File: src/hw/rtl/muv_pkg.sv
// Shared types and byte class codes for the modified UTF-8 validator.
package muv_pkg;

    typedef struct packed {
        logic [7:0] data_byte;
        logic       last_byte;
    } in_item_t;

    typedef struct packed {
        logic error_so_far;
        logic string_done;
        logic string_valid;
    } out_item_t;

    typedef enum logic [3:0] {
        CLS_ASCII   = 4'd0,
        CLS_ZERO    = 4'd1,
        CLS_C0      = 4'd2,
        CLS_LEAD2   = 4'd3,
        CLS_E0      = 4'd4,
        CLS_ED      = 4'd5,
        CLS_LEAD3   = 4'd6,
        CLS_INVALID = 4'd7,
        CLS_CONT80  = 4'd8,
        CLS_CONT8X  = 4'd9,
        CLS_CONTAX  = 4'd10,
        CLS_CONTBX  = 4'd11
    } byte_class_t;

    typedef struct packed {
        byte_class_t cls;
        logic        last_byte;
    } cls_item_t;

    localparam int QueueDepth = 2;

    localparam logic [7:0] ByteAsciiLo = 8'h01;
    localparam logic [7:0] ByteAsciiHi = 8'h7F;
    localparam logic [7:0] ByteC0      = 8'hC0;
    localparam logic [7:0] ByteLead2Lo = 8'hC2;
    localparam logic [7:0] ByteLead2Hi = 8'hDF;
    localparam logic [7:0] ByteE0      = 8'hE0;
    localparam logic [7:0] ByteED      = 8'hED;
    localparam logic [7:0] ByteLead3Hi = 8'hEF;
    localparam logic [7:0] Byte80      = 8'h80;
    localparam logic [7:0] Byte9F      = 8'h9F;
    localparam logic [7:0] ByteAF      = 8'hAF;
    localparam logic [7:0] ByteBF      = 8'hBF;

endpackage

File: src/hw/rtl/muv_front.sv
// Front end: accepts input beats and sorts each byte into a class.
module muv_front (
    input  logic                 push,
    input  muv_pkg::in_item_t    item,
    output logic                 full,
    input  logic                 q_full,
    output logic                 q_push,
    output muv_pkg::cls_item_t   q_wdata
);

    muv_pkg::byte_class_t cls;
    logic [7:0]           b;

    assign b = item.data_byte;

    always_comb
    begin
        if (b == 8'h00)
            cls = muv_pkg::CLS_ZERO;
        else if (b >= muv_pkg::ByteAsciiLo && b <= muv_pkg::ByteAsciiHi)
            cls = muv_pkg::CLS_ASCII;
        else if (b == muv_pkg::Byte80)
            cls = muv_pkg::CLS_CONT80;
        else if (b <= muv_pkg::Byte9F)
            cls = muv_pkg::CLS_CONT8X;
        else if (b <= muv_pkg::ByteAF)
            cls = muv_pkg::CLS_CONTAX;
        else if (b <= muv_pkg::ByteBF)
            cls = muv_pkg::CLS_CONTBX;
        else if (b == muv_pkg::ByteC0)
            cls = muv_pkg::CLS_C0;
        else if (b >= muv_pkg::ByteLead2Lo && b <= muv_pkg::ByteLead2Hi)
            cls = muv_pkg::CLS_LEAD2;
        else if (b == muv_pkg::ByteE0)
            cls = muv_pkg::CLS_E0;
        else if (b == muv_pkg::ByteED)
            cls = muv_pkg::CLS_ED;
        else if (b > muv_pkg::ByteE0 && b <= muv_pkg::ByteLead3Hi)
            cls = muv_pkg::CLS_LEAD3;
        else
            cls = muv_pkg::CLS_INVALID;
    end

    assign full              = q_full;
    assign q_push            = push && !q_full;
    assign q_wdata.cls       = cls;
    assign q_wdata.last_byte = item.last_byte;

endmodule

File: src/hw/rtl/muv_queue.sv
// Short queue of classified bytes between the front end and the back end.
module muv_queue (
    input  logic                clk,
    input  logic                rst_n,
    input  logic                push,
    input  muv_pkg::cls_item_t  wdata,
    output logic                full,
    input  logic                pop,
    output muv_pkg::cls_item_t  rdata,
    output logic                empty
);

    localparam int PtrW = $clog2(muv_pkg::QueueDepth);
    localparam int CntW = $clog2(muv_pkg::QueueDepth + 1);

    muv_pkg::cls_item_t mem_reg [muv_pkg::QueueDepth];
    logic [PtrW-1:0]    wr_ptr_reg, wr_ptr_next;
    logic [PtrW-1:0]    rd_ptr_reg, rd_ptr_next;
    logic [CntW-1:0]    count_reg, count_next;
    logic               do_push, do_pop;

    assign full    = count_reg == CntW'(muv_pkg::QueueDepth);
    assign empty   = count_reg == '0;
    assign do_push = push && !full;
    assign do_pop  = pop && !empty;
    assign rdata   = mem_reg[rd_ptr_reg];

    always_comb
    begin
        wr_ptr_next = wr_ptr_reg;
        rd_ptr_next = rd_ptr_reg;
        count_next  = count_reg;
        if (do_push)
        begin
            wr_ptr_next = (wr_ptr_reg == PtrW'(muv_pkg::QueueDepth - 1)) ? '0
                                                                      : wr_ptr_reg + 1'b1;
        end
        if (do_pop)
        begin
            rd_ptr_next = (rd_ptr_reg == PtrW'(muv_pkg::QueueDepth - 1)) ? '0
                                                                      : rd_ptr_reg + 1'b1;
        end
        if (do_push && !do_pop)
            count_next = count_reg + 1'b1;
        else if (do_pop && !do_push)
            count_next = count_reg - 1'b1;
    end

    always_ff @(posedge clk or negedge rst_n)
    begin
        if (!rst_n)
        begin
            wr_ptr_reg <= '0;
            rd_ptr_reg <= '0;
            count_reg  <= '0;
        end
        else
        begin
            wr_ptr_reg <= wr_ptr_next;
            rd_ptr_reg <= rd_ptr_next;
            count_reg  <= count_next;
        end
    end

    always_ff @(posedge clk)
    begin
        if (do_push)
            mem_reg[wr_ptr_reg] <= wdata;
    end

endmodule

File: src/hw/rtl/muv_back.sv
// Back end: sequence state machine, sticky error and the result register.
module muv_back (
    input  logic                clk,
    input  logic                rst_n,
    input  logic                q_empty,
    input  muv_pkg::cls_item_t  q_rdata,
    output logic                q_pop,
    output logic                empty,
    input  logic                pop,
    output muv_pkg::out_item_t  result
);

    typedef enum logic [8:0] {
        ST_IDLE  = 9'b000000001,
        ST_NUL2  = 9'b000000010,
        ST_CONT1 = 9'b000000100,
        ST_E0B2  = 9'b000001000,
        ST_CONT2 = 9'b000010000,
        ST_EDB2  = 9'b000100000,
        ST_SUR3  = 9'b001000000,
        ST_SUR4  = 9'b010000000,
        ST_SUR5  = 9'b100000000
    } seq_state_t;

    seq_state_t         state_reg, state_next, parse_next;
    logic               error_reg, error_next;
    logic               out_valid_reg, out_valid_next;
    muv_pkg::out_item_t out_reg;
    muv_pkg::out_item_t res_next;
    logic               take, bad, is_cont, err_now;
    muv_pkg::byte_class_t cls;

    assign cls     = q_rdata.cls;
    assign take    = !q_empty && (!out_valid_reg || pop);
    assign q_pop   = take;
    assign empty   = !out_valid_reg;
    assign result  = out_reg;
    assign is_cont = cls == muv_pkg::CLS_CONT80 || cls == muv_pkg::CLS_CONT8X
                  || cls == muv_pkg::CLS_CONTAX || cls == muv_pkg::CLS_CONTBX;

    always_comb
    begin
        parse_next = ST_IDLE;
        bad        = 1'b1;
        case (state_reg)
            ST_IDLE:
            begin
                bad = 1'b0;
                case (cls)
                    muv_pkg::CLS_ASCII: parse_next = ST_IDLE;
                    muv_pkg::CLS_C0:    parse_next = ST_NUL2;
                    muv_pkg::CLS_LEAD2: parse_next = ST_CONT1;
                    muv_pkg::CLS_E0:    parse_next = ST_E0B2;
                    muv_pkg::CLS_ED:    parse_next = ST_EDB2;
                    muv_pkg::CLS_LEAD3: parse_next = ST_CONT2;
                    default:            bad = 1'b1;
                endcase
            end
            ST_NUL2:
            begin
                bad = cls != muv_pkg::CLS_CONT80;
            end
            ST_CONT1:
            begin
                bad = !is_cont;
            end
            ST_E0B2:
            begin
                if (cls == muv_pkg::CLS_CONTAX || cls == muv_pkg::CLS_CONTBX)
                begin
                    parse_next = ST_CONT1;
                    bad        = 1'b0;
                end
            end
            ST_CONT2:
            begin
                if (is_cont)
                begin
                    parse_next = ST_CONT1;
                    bad        = 1'b0;
                end
            end
            ST_EDB2:
            begin
                if (cls == muv_pkg::CLS_CONT80 || cls == muv_pkg::CLS_CONT8X)
                begin
                    parse_next = ST_CONT1;
                    bad        = 1'b0;
                end
                else if (cls == muv_pkg::CLS_CONTAX)
                begin
                    parse_next = ST_SUR3;
                    bad        = 1'b0;
                end
            end
            ST_SUR3:
            begin
                if (is_cont)
                begin
                    parse_next = ST_SUR4;
                    bad        = 1'b0;
                end
            end
            ST_SUR4:
            begin
                if (cls == muv_pkg::CLS_ED)
                begin
                    parse_next = ST_SUR5;
                    bad        = 1'b0;
                end
            end
            ST_SUR5:
            begin
                if (cls == muv_pkg::CLS_CONTBX)
                begin
                    parse_next = ST_CONT1;
                    bad        = 1'b0;
                end
            end
            default:
            begin
                parse_next = ST_IDLE;
                bad        = 1'b1;
            end
        endcase
        if (bad)
            parse_next = ST_IDLE;
    end

    assign err_now = error_reg || bad;

    always_comb
    begin
        res_next.error_so_far = err_now;
        res_next.string_done  = q_rdata.last_byte;
        res_next.string_valid = q_rdata.last_byte && !err_now && (parse_next == ST_IDLE);

        state_next     = state_reg;
        error_next     = error_reg;
        out_valid_next = out_valid_reg;
        if (pop && out_valid_reg)
            out_valid_next = 1'b0;
        if (take)
        begin
            out_valid_next = 1'b1;
            if (q_rdata.last_byte)
            begin
                state_next = ST_IDLE;
                error_next = 1'b0;
            end
            else
            begin
                state_next = parse_next;
                error_next = err_now;
            end
        end
    end

    always_ff @(posedge clk or negedge rst_n)
    begin
        if (!rst_n)
        begin
            state_reg     <= ST_IDLE;
            error_reg     <= 1'b0;
            out_valid_reg <= 1'b0;
        end
        else
        begin
            state_reg     <= state_next;
            error_reg     <= error_next;
            out_valid_reg <= out_valid_next;
        end
    end

    always_ff @(posedge clk)
    begin
        if (take)
            out_reg <= res_next;
    end

`ifndef SYNTHESIS
    a_valid_needs_done: assert property (@(posedge clk) disable iff (!rst_n)
        out_valid_reg |-> (!out_reg.string_valid
                           || (out_reg.string_done && !out_reg.error_so_far)))
        else $error("valid result without done or with error");

    a_last_restarts: assert property (@(posedge clk) disable iff (!rst_n)
        (take && q_rdata.last_byte) |=> (state_reg == ST_IDLE && !error_reg))
        else $error("state not cleared after last byte");

    a_error_sticky: assert property (@(posedge clk) disable iff (!rst_n)
        (error_reg && !(take && q_rdata.last_byte)) |=> error_reg)
        else $error("error flag dropped inside a string");

    a_bad_reports_error: assert property (@(posedge clk) disable iff (!rst_n)
        (take && bad) |=> out_reg.error_so_far)
        else $error("invalid byte not reported");
`endif

endmodule

File: src/hw/rtl/modified_utf8_validator.sv
// Top level of the modified UTF-8 validator: front end, byte queue, back end.
//
// Channel   Direction  Handshake             Payload
// item      in         push / full           data_byte, last_byte
// result    out        pop / empty           error_so_far, string_done, string_valid
//
// One beat in and one beat out per cycle when the result side keeps popping.
// A byte reaches the result ports through the classified-byte queue and then the
// result register of the state machine.
// Reset empties the queue and the result register and returns the parser to idle.
// While the result register is held, the queue absorbs two more bytes before full rises.
module modified_utf8_validator (
    input  logic                clk,
    input  logic                rst_n,
    input  logic                push,
    input  muv_pkg::in_item_t   item,
    output logic                full,
    output logic                empty,
    input  logic                pop,
    output muv_pkg::out_item_t  result
);

    logic               q_full, q_push, q_empty, q_pop;
    muv_pkg::cls_item_t q_wdata, q_rdata;

    muv_front u_front (
        .push    (push),
        .item    (item),
        .full    (full),
        .q_full  (q_full),
        .q_push  (q_push),
        .q_wdata (q_wdata)
    );

    muv_queue u_queue (
        .clk   (clk),
        .rst_n (rst_n),
        .push  (q_push),
        .wdata (q_wdata),
        .full  (q_full),
        .pop   (q_pop),
        .rdata (q_rdata),
        .empty (q_empty)
    );

    muv_back u_back (
        .clk     (clk),
        .rst_n   (rst_n),
        .q_empty (q_empty),
        .q_rdata (q_rdata),
        .q_pop   (q_pop),
        .empty   (empty),
        .pop     (pop),
        .result  (result)
    );

endmodule

File: config.mk
export PLATFORM = sky130hd
export DESIGN_NAME = modified_utf8_validator
export DESIGN_NICKNAME = d
export VERILOG_FILES = /design/src/hw/rtl/muv_pkg.sv /design/src/hw/rtl/muv_front.sv /design/src/hw/rtl/muv_queue.sv /design/src/hw/rtl/muv_back.sv /design/src/hw/rtl/modified_utf8_validator.sv
export SDC_FILE = /design/constraint.sdc
export NUM_CORES = 1
export LEC_CHECK = 0
export ABC_AREA = 1
export BUFFER_PORTS_ARGS = -buffer_cell sky130_fd_sc_hd__buf_4
export CORE_MARGIN = 3
export CORE_UTILIZATION = 30
export DETAILED_ROUTE_END_ITERATION = 8
export PLACE_DENSITY_LB_ADDON = 0.15
export SYNTH_ARGS = -nofsm -noshare
export SYNTH_HDL_FRONTEND = slang
export SYNTH_SLANG_ARGS = --single-unit
export TNS_END_PERCENT = 1
File: constraint.sdc
create_clock -name clk -period 1.8 [get_ports clk]
set_input_delay 0.09 -clock clk [delete_from_list [all_inputs] [get_ports clk]]
set_output_delay 0.09 -clock clk [all_outputs]
set_load 0.005 [all_outputs]
After elaboration in Yosys (flattened, before gate mapping)
Memory sizes are Yosys's and may differ from the RTL's.
Index checks and enable logic that the tools add are counted.
{ "word_totals": {"mem_count": 1, "in_bits": 13, "regBits": 18, "mem_bits_rw": 10} }
{ "op_classes": {"add_sub_neg": 4, "mux": 39, "n_lt_le_gt_ge": 9, "n_eq_ne": 25, "n_reduce_logical": 32} }
{ "mem_list": {"columns": ["name", "words", "word_bits", "read_ports", "rd_ports_with_merged_regs", "write_ports", "line_no", "source"], "rows": [
  ["u_queue.mem_reg", 2, 5, 1, 0, 1, "muv_queue.sv:16", "muv_pkg::cls_item_t mem_reg [muv_pkg::QueueDepth];"]
]} }
{ "ops": {"columns": ["cell", "n"], "rows": [
  ["9-bit case mux with 7 select lines", 1],
  ["8-bit <= comparator (second input constant)", 5],
  ["4-bit 2-to-1 mux", 10],
  ["9-bit 2-to-1 mux", 4],
  ["8-bit equality test (second input constant)", 4],
  ["6-bit case mux with 5 select lines", 1],
  ["9-bit by 1-bit equality test with 1-bit output (second input constant)", 2],
  ["4-bit equality test (second input constant)", 4],
  ["1-bit 2-to-1 mux", 15],
  ["4-bit by 3-bit equality test with 1-bit output (second input constant)", 3],
  ["1-bit logical AND", 12],
  ["9-bit by 2-bit equality test with 1-bit output (second input constant)", 1],
  ["9-bit by 3-bit equality test with 1-bit output (second input constant)", 1],
  ["9-bit by 4-bit equality test with 1-bit output (second input constant)", 1],
  ["9-bit by 5-bit equality test with 1-bit output (second input constant)", 1],
  ["9-bit by 6-bit equality test with 1-bit output (second input constant)", 1],
  ["9-bit by 7-bit equality test with 1-bit output (second input constant)", 1],
  ["9-bit by 8-bit equality test with 1-bit output (second input constant)", 1],
  ["9-bit equality test (second input constant)", 1],
  ["3-bit 2-to-1 mux", 3],
  ["4-bit by 2-bit equality test with 1-bit output (second input constant)", 2],
  ["8-bit by 1-bit >= comparator with 1-bit output (second input constant)", 1],
  ["8-bit >= comparator (second input constant)", 1],
  ["8-bit greater-than comparator (second input constant)", 1],
  ["18 further kinds", 32]
]} }

Depth between registers and ports, before layout
{ "depth": {"word_depth": 13, "ltp_mapped": 15, "mapped_depth_nobuf": 14} }

Hierarchy
Synthesis repeated with hierarchy kept, for this count alone.
{ "hier_totals": {"cells_unflattened": 303, "hier_area_um2": 2127.0} }
{ "modules_own_cells": {"columns": ["module", "n_inst", "area_each_um2", "seq_area_each_um2", "cells_per_inst"], "rows": [
  ["muv_back", 1, 1370.1, 366.6, 212],
  ["muv_queue", 1, 590.6, 400.4, 57],
  ["muv_front", 1, 166.4, 0.0, 34]
]} }

Least setup slack after synthesis
OpenSTA, ideal clock, no wires.
{ "synth_path": {"path_type": "register -> register", "startpoint": "reg u_back.state_reg[4]", "endpoint": "reg u_back.out_reg, in the netlist u_back.result[0] (data pin)", "setup_slack_ns": 0.204, "stages_incl_launch_ff": 10, "n_path_buf": 0, "arrival_ns": 1.339, "synth_period_minus_slack_ns": 1.596, "path_cell_list": "dfrtp_1 > nor2_1 > nand2_2 > inv_2 > nand2_1 > o21a_1 > nand3_1 > nor2_1 > nor3_1 > nor2_1"} }
{ "synth_rtl": {"columns": ["item", "line_no", "source"], "rows": [
  ["start: declaration", "muv_back.sv:25", "seq_state_t state_reg, state_next, parse_next;"],
  ["start signal: assignment", "muv_back.sv:169", "state_reg <= state_next;"],
  ["end signal: assignment", "muv_back.sv:178", "out_reg <= res_next;"],
  ["end: declaration", "muv_back.sv:28", "muv_pkg::out_item_t out_reg;"]
]} }

==> summary.md <==
| Metric | Value |
|---|---|
| Via-to-Cell Ratio | 4.75 |
| Internal power | 2120 µW |
| Vias | 1792 |
| Cells after synthesis | 257 |
| CP max FO | 8 |
| Multiplexer share of the synthesized area | 0% |
| R2R setup slack | -0.01 ns |
| CTS Root Cell | clkbuf_8 |
| Final WS setup | -0.00969 ns |
| CP Launch Type | flop |
| WL/cell | 11.7 µm |
| Met1 GRT Util | 14.9% |
| CTS buffer count | 3 |
| Met2 Use GR | 23.1% |
| Fin crit period | 1.81 ns |
| Post-synthesis average cell area | 7.41 µm² |
| Vias in the first global route | 1687 |
| Cell Chain, Critical Path | inv_2 -> nor2_2 -> nand3_1 -> nor2_4 -> nand2_1 -> nor2_1 -> nor2_2 -> nand3_2 -> nor2_4 -> nand4_1 -> nor2_1 |
| Syn Nets | 271 |
| Total track usage | 12.2% |
| Clock slew at reported path FFs | 0.10 ns |
| Setup CP Type | reg2reg |
| Async S/R FF share, synth | 53.6% |
| DRT iter0 DRCs | 68 |
| Final setup violation count | 1 |
| Compound-cell area share of the yosys netlist | 9.26% |
| DR DRC count | 0 |
| Post-synth top area cell | edfxtp_1 |
| Most Crowded Layer GR | met2 |
| CTS tree | done |
| Antenna violations before repair | 0 |
| Status | finished with violations |
| Clock power frac | 13.0% |
| Adder-cell share of the synthesized area | 0.657% |
| I/O Buffers | 17 |
| H-tree depth | 1 |
| Worst Clk Skew | 0.00687 ns |
| Critical-path top delay cell | dfstp_2 |
| # rows | 28 |
| Net Sw Frac | 44.2% |
| Area share of the largest cell type after synthesis | 20.5% |
| Sequential share of power | 27.4% |
| Layout cells sized above 1 | 31.5% |
| RSZ-0062 raised after global routing | true |
| Synth Cell Area | 0.00191 mm² |
| Max cap viols | 0 |
| Yosys warns | 0 |
| Largest net degree at the start of global routing | 17 |
| Xor/xnor cell area share of the yosys netlist | 1.38% |
| Worst setup EP type | flop |
| Worst skew pair latency | 0.28 ns |
| Max-slew headroom | 66.8% |
| Final hold viol count | 0 |
| Die Wd | 85.7 µm |
| HPWL Detailed | 3560 µm |
| FMAX | 553 MHz |
| Sequential share of the synthesized area | 40.2% |
| Main combinational cell family by area after synthesis | simple AND/OR/NAND/NOR gates |
| Ports | 18 |
| Core Box Area | 0.00603 mm² |
| Chip height | 85.7 µm |
| Post-Synth Simple-Gate Area | 38.2% |
| PwrDens | 1530 mW/mm² |
| Max-slew violation count | 0 |
| GRT met3 Usage | 1.73% |
| Final net count | 317 |
| Fin crit share | 101% |
| Initial Utilization | 31.6% |
| First-pass GRT wire length | 7360 µm |
| Gpl congestion | 0.788 |
| # diodes | 0 |
| Die area | 0.00734 mm² |
| Crit path largest cell delay | 0.56 ns |
| Final Routed Wirelength | 4430 µm |
| Placed cell count | 367 |
| Failing checks | setup timing |
| #FFs+latches synth | 28 |
| FILL cells | 644 |
| Gr ovfl total | 0 |
| LEAKAGE | 0.00121 µW |
| Total net switching power | 1670 µW |
| Combinational share of power | 59.5% |
| Max reg flops | 10 |
| Post-route ant nets | 0 |
| Design Area, Final | 0.00247 mm² |
| Placed Area | 0.00226 mm² |
| # clock sinks | 28 |
| Critical Path RT | 1.84 ns |
| WP data arrival | 1.85 ns |
| Area Growth Syn to Fin | 29.9% |
| EDFF count, synth | 13 |
| Yosys cell types | 34 |
| Final non-filler cell total | 377 |
| Hold WS | 0.154 ns |
| Synth Flop Type | dfrtp_1 |
| Peak supply drop | 916 µV |
| Worst Hold Class | in2reg |
| Post-place setup slack | -0.0343 ns |
| Top cells by area, synth | edfxtp_1 20%, dfrtp_1 18%, nand2_1 9.5%, nor2_1 7.7%, inv_1 7.1% |
| Largest buffer count on any clock path | 2 |
| Drt pass-1 iters | 4 |
| Worst-margin pin slew | 0.497 ns |
==> Yosys cell counts, types with 2 or more instances <==
| master | count |
|---|---|
| o21ai_0 | 8 |
| xor2_1 | 2 |
| dfrtp_1 | 14 |
| nand2_4 | 7 |
| nor2_4 | 2 |
| a31oi_1 | 3 |
| o21ai_1 | 2 |
| buf_2 | 2 |
| nor2_1 | 39 |
| nand2_1 | 48 |
| nand3_1 | 22 |
| o22ai_1 | 5 |
| inv_2 | 6 |
| nand4_1 | 9 |
| nand2_2 | 8 |
| o32ai_1 | 2 |
| edfxtp_1 | 13 |
| a21oi_1 | 4 |
| nor2_2 | 6 |
| inv_1 | 36 |
| nor3_1 | 6 |
==> metal layers <==
layer / part of all wire [%] / wire, µm
met2: 51 / 2250
met1: 45 / 2000
met4: 1.1 / 47
met3: 3.0 / 131
met5: 0 / 0
==> worst max-delay path: cells and delay by family, from the launching register on <==
family / cells / cell delay [ns]
buffers and inverters: 1 / 0.04
DFF: 1 / 0.56
and+or+nand+nor: 10 / 0.99
==> path summary, 6_finish.rpt <==
check / depth (start not counted) / to / start
setup / recovery: 11 / u_back.result[0] / u_back.state_reg[0]
hold / removal: 2 / u_queue.mem_reg[1][4] / item[7]
setup reg to reg: 11 / u_back.result[0] / u_back.state_reg[0]
hold reg to reg: 1 / u_queue.count_reg[0] / u_queue.count_reg[0]
max in group asynchronous: 2 / u_back.state_reg[0] / rst_n
min in group asynchronous: 2 / u_back.state_reg[7] / rst_n
==> cells in the final DEF (no fill, tap or decap), drive strengths merged, types with 2 or more instances in the layout <==
cell type and count:
a21oi 4, a31oi 3, buf 41, clkbuf 3, dfrtp 14, dlygate4sd3 3, edfxtp 13, inv 43
nand2 63, nand3 23, nand4 9, nor2 47, nor3 6, o21ai 10, o22ai 5, o32ai 2
xor2 2
==> logic make-up after synthesis <==
group	after synthesis
DFF	28
adders and majority gates	1
and+or+nand+nor	149
AOI/OAI and AO/OA	29
buffers and inverters	47
xor gates and xnor gates	3
==> through the flow <==
step | util (%) | total power, µW | TNS [ns]
CTS | 39.3 | 3550 | 0
global route | 41.1 | 4090 | -0.170
global placement | 37.6 | 3030 | -0.0688
floorplan | - | 2400 | 0
detailed placement | 37.6 | 3040 | -0.0519
finish | 41.1 | 3790 | -0.00969
==> area by class of cell <==
type	instances	area (µm²)	area share [%]
repair buffers	44	342	13.8
multi-input cells	182	1020	41.3
well taps	75	93.8	3.79
inverters	44	176	7.13
clock buffers	3	41.3	1.67
flip-flops and latches	28	769	31.1
clock inverters	1	30.0	1.21
==> power by group through the flow <==
stage | clock (µW) | combinational [µW] | sequential (µW)
4_1_cts | 508 | 2000 | 1040
6_report | 494 | 2260 | 1040
3_3_place_gp | 0 | 1990 | 1040
2_1_floorplan | 0 | 1400 | 1000
5_1_grt | 538 | 2490 | 1060
3_5_place_dp | 0 | 1990 | 1040
==> repair_timing <==
action / CTS / global route
setup endpoints to repair: 3 / 3
endpoints found under the hold margin: 18 / 0
pin swaps: 0 / 3
setup buffers: 0 / 3
hold buffers: 3 / 0
gates cloned: 0 / 0
resized for setup: 2 / 24
No activity file was read; power rests on OpenSTA's default activity.
